[config.mk]
export PLATFORM = sky130hd
export DESIGN_NAME = amgt_ram
export DESIGN_NICKNAME = d
export VERILOG_FILES = /design/src/adjacency_matrix_graph_traversal_unit_macros.svh /design/src/amgt_ram.sv
export SDC_FILE = /design/constraint.sdc
export NUM_CORES = 1
export LEC_CHECK = 0
export ABC_CLOCK_PERIOD_IN_PS = 6000
export BUFFER_PORTS_ARGS = -buffer_cell sky130_fd_sc_hd__buf_4
export CAP_MARGIN = 0
export CORE_MARGIN = 5
export CORE_UTILIZATION = 45
export CTS_BUF_LIST = sky130_fd_sc_hd__clkbuf_8
export DETAILED_ROUTE_END_ITERATION = 12
export HOLD_SLACK_MARGIN = 0.03
export PLACE_DENSITY = 0.68
export SLEW_MARGIN = 25
export SYNTH_ARGS = -nofsm -noshare
export SYNTH_HDL_FRONTEND = slang
export SYNTH_SLANG_ARGS = --single-unit
[constraint.sdc]
create_clock -name clk_i -period 6 [get_ports clk_i]
set_input_delay 0.6 -clock clk_i [delete_from_list [all_inputs] [get_ports clk_i]]
set_output_delay 0.6 -clock clk_i [all_outputs]
set_load 0.01 [all_outputs]
[src/adjacency_matrix_graph_traversal_unit_macros.svh]
// ----------------------------------------------------------------------------
// Graph traversal unit assertion macros
// Shared concurrent assertion helpers, clocked on clk_i, gated by rst_ni
// ----------------------------------------------------------------------------
`ifndef ADJACENCY_MATRIX_GRAPH_TRAVERSAL_UNIT_MACROS_SVH
`define ADJACENCY_MATRIX_GRAPH_TRAVERSAL_UNIT_MACROS_SVH

// property that must hold at every edge
`define AMGT_ASSERT_ALWAYS(lbl, expr, msg) \
  lbl: assert property (@(posedge clk_i) disable iff (!rst_ni) (expr)) else $error(msg);

// antecedent followed by consequent in the cycle after
`define AMGT_ASSERT_NEXT(lbl, ante, cons, msg) \
  lbl: assert property (@(posedge clk_i) disable iff (!rst_ni) (ante) |=> (cons)) \
    else $error(msg);

`endif

[src/amgt_ram.sv]
// ----------------------------------------------------------------------------
// Generic simple dual port RAM
// One write port, one read port, registered read data held between reads
// ----------------------------------------------------------------------------
`timescale 1ns / 1ps

module amgt_ram #(
  parameter int Width = 8,
  parameter int Depth = 64
) (
  input  logic                     clk_i,
  input  logic                     we_i,
  input  logic [$clog2(Depth)-1:0] waddr_i,
  input  logic [Width-1:0]         wdata_i,
  input  logic                     re_i,
  input  logic [$clog2(Depth)-1:0] raddr_i,
  output logic [Width-1:0]         rdata_o
);

  logic [Width-1:0] mem_q [Depth];
  logic [Width-1:0] rdata_q;

  // write port and registered read
  always_ff @(posedge clk_i) begin
    if (we_i) begin
      mem_q[waddr_i] <= wdata_i;
    end
    if (re_i) begin
      rdata_q <= mem_q[raddr_i];
    end
  end

  assign rdata_o = rdata_q;

endmodule

==> results of run 1 <==
[metrics by stage]
step / cells / total power, uW / worst slack (ps) / utilization, %
floorplan: 940 / 4330 / 3590 / -
global placement: 1519 / 4470 / 2380 / 47.3
detailed placement: 1519 / 4480 / 2350 / 47.3
CTS: 1664 / 7250 / 3030 / 50.7
global route: 1664 / 7460 / 2770 / 50.7
finish: 1664 / 7190 / 3090 / 50.7
[power groups by stage]
stage | Combinational (uW) | Sequential (uW) | Clock (uW)
2_1_floorplan | 214 | 4110 | 0
3_3_place_gp | 355 | 4120 | 0
3_5_place_dp | 361 | 4120 | 0
4_1_cts | 363 | 4040 | 2850
5_1_grt | 383 | 4040 | 3030
6_report | 357 | 4040 | 2790
[area by class of cell]
type                    instances  area, sq um  share of cell area, %
clock inverters                60          337                   1.50
flip-flops and latches        520        15600                   69.5
multi-input cells             369         4320                   19.2
repair buffers                 38          292                   1.30
well taps                     592          741                   3.30
clock buffers                  85         1170                   5.21
[registers in the layout, indices dropped and copies added, names as in the netlist]
signal / flops
mem_q: 512
rdata_o: 8
[critical path, delay by kind of cell]
family,cells,cell delay [ps]
compound gates,1,130
buf+inv,2,1110
mux,2,1030
simple gates,2,180
[routing by layer]
layer | track usage, % | share of wire (%)
met2 | 27.1 | 47
met3 | 4.30 | 7.9
met4 | 6.72 | 3.0
met5 | 0 | 0
met1 | 25.0 | 42
[kinds of logic after synthesis]
| group | after synthesis |
|---|---|
| AOI/OAI and AO/OA | 54 |
| buffers and inverters | 51 |
| muxes | 162 |
| and+or+nand+nor | 153 |
| DFF | 520 |
[path summary, 6_finish.rpt]
path / end / slack (ps)
hold / removal: rdata_o[6]$_DFFE_PP_ / 300
setup / recovery: rdata_o[1]$_DFFE_PP_ / 3090
hold reg to reg: rdata_o[0]$_DFFE_PP_ / 910
setup reg to reg: rdata_o[1]$_DFFE_PP_ / 3790
[layout by cell type, fill, tap and decap left out, drive strengths merged, types with 13 or more instances in the layout]
cell / netlist / routed
edfxtp: 520 / 520
mux4: 126 / 126
clkbuf: 17 / 86
nor2: 83 / 83
buf: 34 / 37
clkinv: 0 / 30
mux2i: 23 / 23
inv: 0 / 23
nand2: 19 / 19
nor2b: 14 / 14
mux2: 13 / 13
nand3: 13 / 13
==> summary.md, run 1 <==
| Metric | Value |
|---|---|
| Status | finished clean |
| Fill count | ~3,500 |
| Share of cells above drive strength 1 | roughly a quarter |
| Yosys warning count | 0 |
| Syn Nets | approximately 960 |
| Logic pwr share | ~5.0% |
| Die area | 0.0493 sq mm |
| Post-synthesis mux area share | 15.9% |
| Hold_buf cts | 0 |
| Startpoint types | input pin |
| Worst Tran Pin Value | just under 1000 ps |
| #FFs+latches synth | 520 |
| H-Tree Depth | 3 |
| Worst stage delay on the critical path | ~580 ps |
| Nets | ~1,000 |
| Arrival time worst endpoint | between 3000 and 4000 ps |
| Commonest cells post-synth | edfxtp_1 (520), mux4_2 (126), nor2_1 (83), mux2i_1 (23), nand2_1 (19) |
| Internal | roughly 5600 uW |
| CTS Buf Count | roughly 80 |
| Netlist cell types | 39 |
| Mapped Area | 0.0202 sq mm |
| Worst hold slack | around 300 ps |
| Ant diodes | 0 |
| Setup bufs post-CTS | 0 |
| First-pass GRT wire length | 65,600 microns |
| Post-synthesis simple-gate area fraction | ~3.4% |
| Worst skew pair latency | around 620 ps |
| Iter 0 DRT Violations | just over 1,000 |
| Async set-reset flop share out of synthesis | 0% |
| Fin crit period | 2910 ps |
| Die H | 222 microns |
| Post-Synth Adder-Cell Area | 0% |
| Relative max-transition margin | 35.1% |
| CP dominant cell by count | mux4_2 |
| Max Cap Violations | 0 |
| Maximum clock rate | between 0.3 and 0.4 GHz |
| Initial core utilization | 45.7% |
| PwrDens | 320 mW/mm^2 |
| Critical path peak fanout | 68 |
| Largest family of logic cells by synthesized area | multiplexers |
| Total track usage | between 10% and 20% |
| Root Buffer | clkbuf_8 |
| Sw power | roughly 1600 uW |
| Crit path kind | in2reg |
| Fin crit share | between 40% and 50% |
| Synth Area in Compound Gates | around 2.1% |
| Die X | roughly 220 microns |
| PortBufs | 30 |
| Resized Gates After CTS | 0 |
| Worst R2R Start | mem_q[40][1]$_DFFE_PP_ |
| Sw Share | a little over a fifth |
| Residual DRC | 0 |
| Routed Antenna Nets | 0 |
| Yosys top cell area share | 77.1% |
| Slowest stage cell on the critical path | clkbuf_8 |
| Hold crit path type | in2reg |
| Unrepaired setup endpoints after global routing | no |
| Largest net degree at the start of global routing | 69 |
| Setup TNS | 0 ps |
| Worst path required time | 6340 ps |
| Vias in the first global route | a little over 10,000 |
| Area growth, synth to finish | 11.0% |
| Reg2Reg Depth | 4 |
| Cell with the most instances after synthesis | edfxtp_1 |
| Clock power share | between 30% and 40% |
| Hold path start | re_i |
| Xor/xnor share of the synthesized area | 0% |
| Largest buffer count on any clock path | 3 |
| Drt total wl | 43,600 microns |
| Syn avg cell area | 21.5 sq um |
| Synth Instances | 940 |
| Sequential fraction of the synthesis area | a little under 80% |
| DR vias | slightly below 10,000 |
| Final hold viol count | 0 |
| Clock sink total | 520 |
| Placed cell area | about 0.021 sq mm |
| Worst-path cell chain | clkbuf_8 -> buf_4 -> mux4_2 -> mux4_2 -> nor2_1 -> nor3_1 -> o2bb2ai_1 |
| Hold path cells | 1 |
| EDFF count, synth | 520 |
| Leak pwr | between 0.007 and 0.008 uW |
| Crit end category | flop |
| CP Launch Point | raddr_i[0] |
| First drt pass iteration count | 5 |
| CTS tree | yes |
| Sequential power share | 56.2% |
| Cell area after layout | 0.0225 sq mm |
| Area contributors post-synth | edfxtp_1 (77%), mux4_2 (14%), nor2_1 (1.5%) |
| Cell Rows | 77 |
| VDD IR max | roughly 0.14 mV |
| Post-synth top flop | edfxtp_1 |
| Initial antenna violation count | 0 |
| GRT overflow | 0 |
| Max-slew violation count | 0 |
| Via/cell ratio | about 5.8 |
| HPWL after DPL | roughly 25,000 microns |
| Core ar. | ~0.044 sq mm |
| Reg clk slew, reported paths | 70 ps |
| Largest area contributor in the netlist | edfxtp_1 |
| Routed WL per cell | about 26 microns |
| Top Ports | 31 |
| Skew final | around 31 ps |
| GPL Wtd Cong | ~0.83 |
| Final setup fails | 0 |
Power figures use the tool's default switching activity.
==> inputs of run 2 (changes only) <==
- ABC_CLOCK_PERIOD_IN_PS: 6000 -> 2740
- clock period: 6 -> 2.74 ns (I/O delays scaled with it)
==> summary.md, run 2 (same netlist as run 1, synthesis figures left out) <==
| Metric | Value |
|---|---|
| Reg clk slew, reported paths | 60 ps (was 70 ps) |
| Max-slew violation count | 0 (unchanged) |
| Sequential power share | 57.1% (was 56.2%) |
| Worst R2R Start | mem_q[21][6]$_DFFE_PP_ (was mem_q[40][1]$_DFFE_PP_) |
| DR vias | 9,893 (was 9,617) |
| Nets | 1,123 (was 1,033) |
| Hold crit path type | in2reg (unchanged) |
| Fin crit share | just under 80% |
| Top Ports | 31 (unchanged) |
| Core ar. | 0.0443 sq mm (unchanged) |
| Largest net degree at the start of global routing | 65 (was 69) |
| Fin crit period | approximately 2200 ps |
| Relative max-transition margin | 51.3% (was 35.1%) |
| Startpoint types | flop (was input pin) |
| Status | finished clean (unchanged) |
| Routed WL per cell | 24.8 microns (was 26.2 microns) |
| VDD IR max | 0.262 mV (was 0.136 mV) |
| Maximum clock rate | 0.462 GHz |
| Sw power | 3390 uW (was 1580 uW) |
| Die area | 0.0493 sq mm (unchanged) |
| Sw Share | 21.9% (about the same) |
| Logic pwr share | 5.4% (was 5.0%) |
| Worst skew pair latency | 630 ps (was 620 ps) |
| Initial core utilization | 45.7% (unchanged) |
| Max Cap Violations | 0 (unchanged) |
| Leak pwr | 0.00748 uW (was 0.00700 uW) |
| Fill count | 3,456 (was 3,523) |
| Worst Tran Pin Value | 730 ps (was 970 ps) |
| Setup TNS | 0 ps (unchanged) |
| Share of cells above drive strength 1 | 31.3% (was 26.6%) |
| Largest buffer count on any clock path | 3 (unchanged) |
| Final hold viol count | 0 (unchanged) |
| Final setup fails | 0 (unchanged) |
| First drt pass iteration count | 5 (unchanged) |
| Vias in the first global route | 10,500 (was 10,100) |
| Root Buffer | clkbuf_8 (unchanged) |
| Initial antenna violation count | 2 (was 0) |
| Hold path cells | 2 (was 1) |
| Max reg flops | 512 (unchanged) |
| DP Cell Count | 1,610 (was 1,519) |
| Residual DRC | 0 (unchanged) |
| Crit end category | flop (unchanged) |
| Arrival time worst endpoint | 2530 ps (was 3260 ps) |
| Most frequent cells in the layout | edfxtp_1 (520), mux4_2 (126), buf_4 (121), nor2_1 (83), clkbuf_8 (82) (was edfxtp_1 (520), mux4_2 (126), clkbuf_8 (86), nor2_1 (83), buf_4 (37)) |
| Total track usage | 18.0% (was 17.7%) |
| R2R setup slack | 570 ps (was 3790 ps) |
| Reg2Reg Depth | 5 (was 4) |
| GRT overflow | 0 (unchanged) |
| Flip-flop and latch area | 0.0156 sq mm (unchanged) |
| CTS tree | yes (unchanged) |
| Cell Rows | 77 (unchanged) |
| Worst path required time | 3110 ps (was 6340 ps) |
| Die H | 222 microns (unchanged) |
| Area of the multi-input gates | 0.00432 sq mm (about the same) |
| Hold Path End | rdata_o[3]$_DFFE_PP_ (was rdata_o[6]$_DFFE_PP_) |
| Clock sink total | 520 (unchanged) |
| Biggest register | mem_q (unchanged) |
| Clock power share | 37.5% (was 38.8%) |
| Via/cell ratio | 5.64 (was 5.78) |
| CTS Buf Count | 79 (was 81) |
| First-pass GRT wire length | 66,700 microns (was 65,600 microns) |
| GPL Wtd Cong | 0.803 (was 0.825) |
| Unrepaired setup endpoints after global routing | no (unchanged) |
| H-Tree Depth | 3 (unchanged) |
| Critical path peak fanout | 1 (was 68) |
| R2r endpoint | rdata_o[6]$_DFFE_PP_ (was rdata_o[1]$_DFFE_PP_) |
| Skew final | 25.2 ps (was 30.9 ps) |
| Most common cell after layout, fill and taps aside | edfxtp_1 (unchanged) |
| PwrDens | 669 mW/mm^2 (was 320 mW/mm^2) |
| Setup bufs post-CTS | 0 (unchanged) |
| Resized Gates After CTS | 0 (unchanged) |
| Layout Cells excl Fill | 1,755 (was 1,664) |
| PortBufs | 30 (unchanged) |
| Drt total wl | 43,600 microns (about the same) |
| Routed Antenna Nets | 0 (unchanged) |
| Internal | 12,100 uW (was 5610 uW) |
| Iter 0 DRT Violations | 1,057 (was 1,007) |
| Die X | 222 microns (unchanged) |
| Hold path start | raddr_i[5] (was re_i) |
| Crit path kind | reg2reg (was in2reg) |
| HPWL after DPL | 26,700 microns (was 24,800 microns) |
| Area growth, synth to finish | 14.4% (was 11.0%) |
## run 2: cell types whose count changed in the layout (fill, tap and decap cells not counted), moves of 4 or more
cell and delta:
clkbuf_8 -4, inv_1 +5, buf_4 +84, clkinv_1 +5
clkinv_2 -8, buf_12 +7
## run 2: critical path, cell delays in order, from the launching register on
cell and delay, ps:
edfxtp_1 380, mux4_2 470, mux2_2 290, o221a_2 280, nor3_1 350, o32ai_1 140
## run 2: area by class of cell
| cell class | count | share of cell area (%) |
|---|---|---|
| Timing Repair Buffer | 130 | 4.63 |
| Sequential cell | 520 | 67.4 |
| Antenna cell | 1 | 0.0108 |
| Tap cell | 592 | 3.20 |
| Multi-Input combinational cell | 369 | 18.6 |
| Clock buffer | 81 | 4.81 |
| Clock inverter | 62 | 1.34 |
## run 2: worst max-delay path by stage
stage	startpoint	endpoint	cells after the start
after floorplan	raddr_i[1]	rdata_o[3]$_DFFE_PP_	7
after CTS	mem_q[21][6]$_DFFE_PP_	rdata_o[6]$_DFFE_PP_	5
after detailed placement	raddr_i[0]	rdata_o[3]$_DFFE_PP_	7
after global routing	mem_q[21][6]$_DFFE_PP_	rdata_o[6]$_DFFE_PP_	5
after global placement	raddr_i[0]	rdata_o[6]$_DFFE_PP_	7
final	mem_q[21][6]$_DFFE_PP_	rdata_o[6]$_DFFE_PP_	5
## run 2: layer usage
metal | part of all wire (%) | up-vias | track usage, %
met3 | 7.8 | 87 | 4.59
met5 | 0.016 | - | 0
li1 | - | 4263 | -
met1 | 42 | 5146 | 25.8
met4 | 2.6 | 2 | 5.77
met2 | 48 | 395 | 27.4
## run 2: power groups by stage
stage	clock, uW	sequential [uW]	combinational, uW
final	5800	8850	841
after global routing	6330	8850	904
after CTS	5950	8850	852
after detailed placement	0	9010	850
after global placement	0	9010	833
after floorplan	0	9010	469
## run 2: timing repair
| item | CTS | global route |
|---|---|---|
| hold buffers | 1 | 0 |
| setup endpoints to repair | 0 | 0 |
| hold endpoints to repair | 8 | 0 |
## run 2: metrics by stage
step	util (%)	hold WS (ps)	worst slack (ps)	power, uW	cell area [sq um]
finish	52.3	128	573	15500	23200
global placement	49.0	589	114	9840	21700
detailed placement	49.0	602	79.0	9860	21700
global route	52.3	116	560	16100	23200
CTS	52.3	92.2	552	15700	23200
floorplan	-	373	660	9480	20200
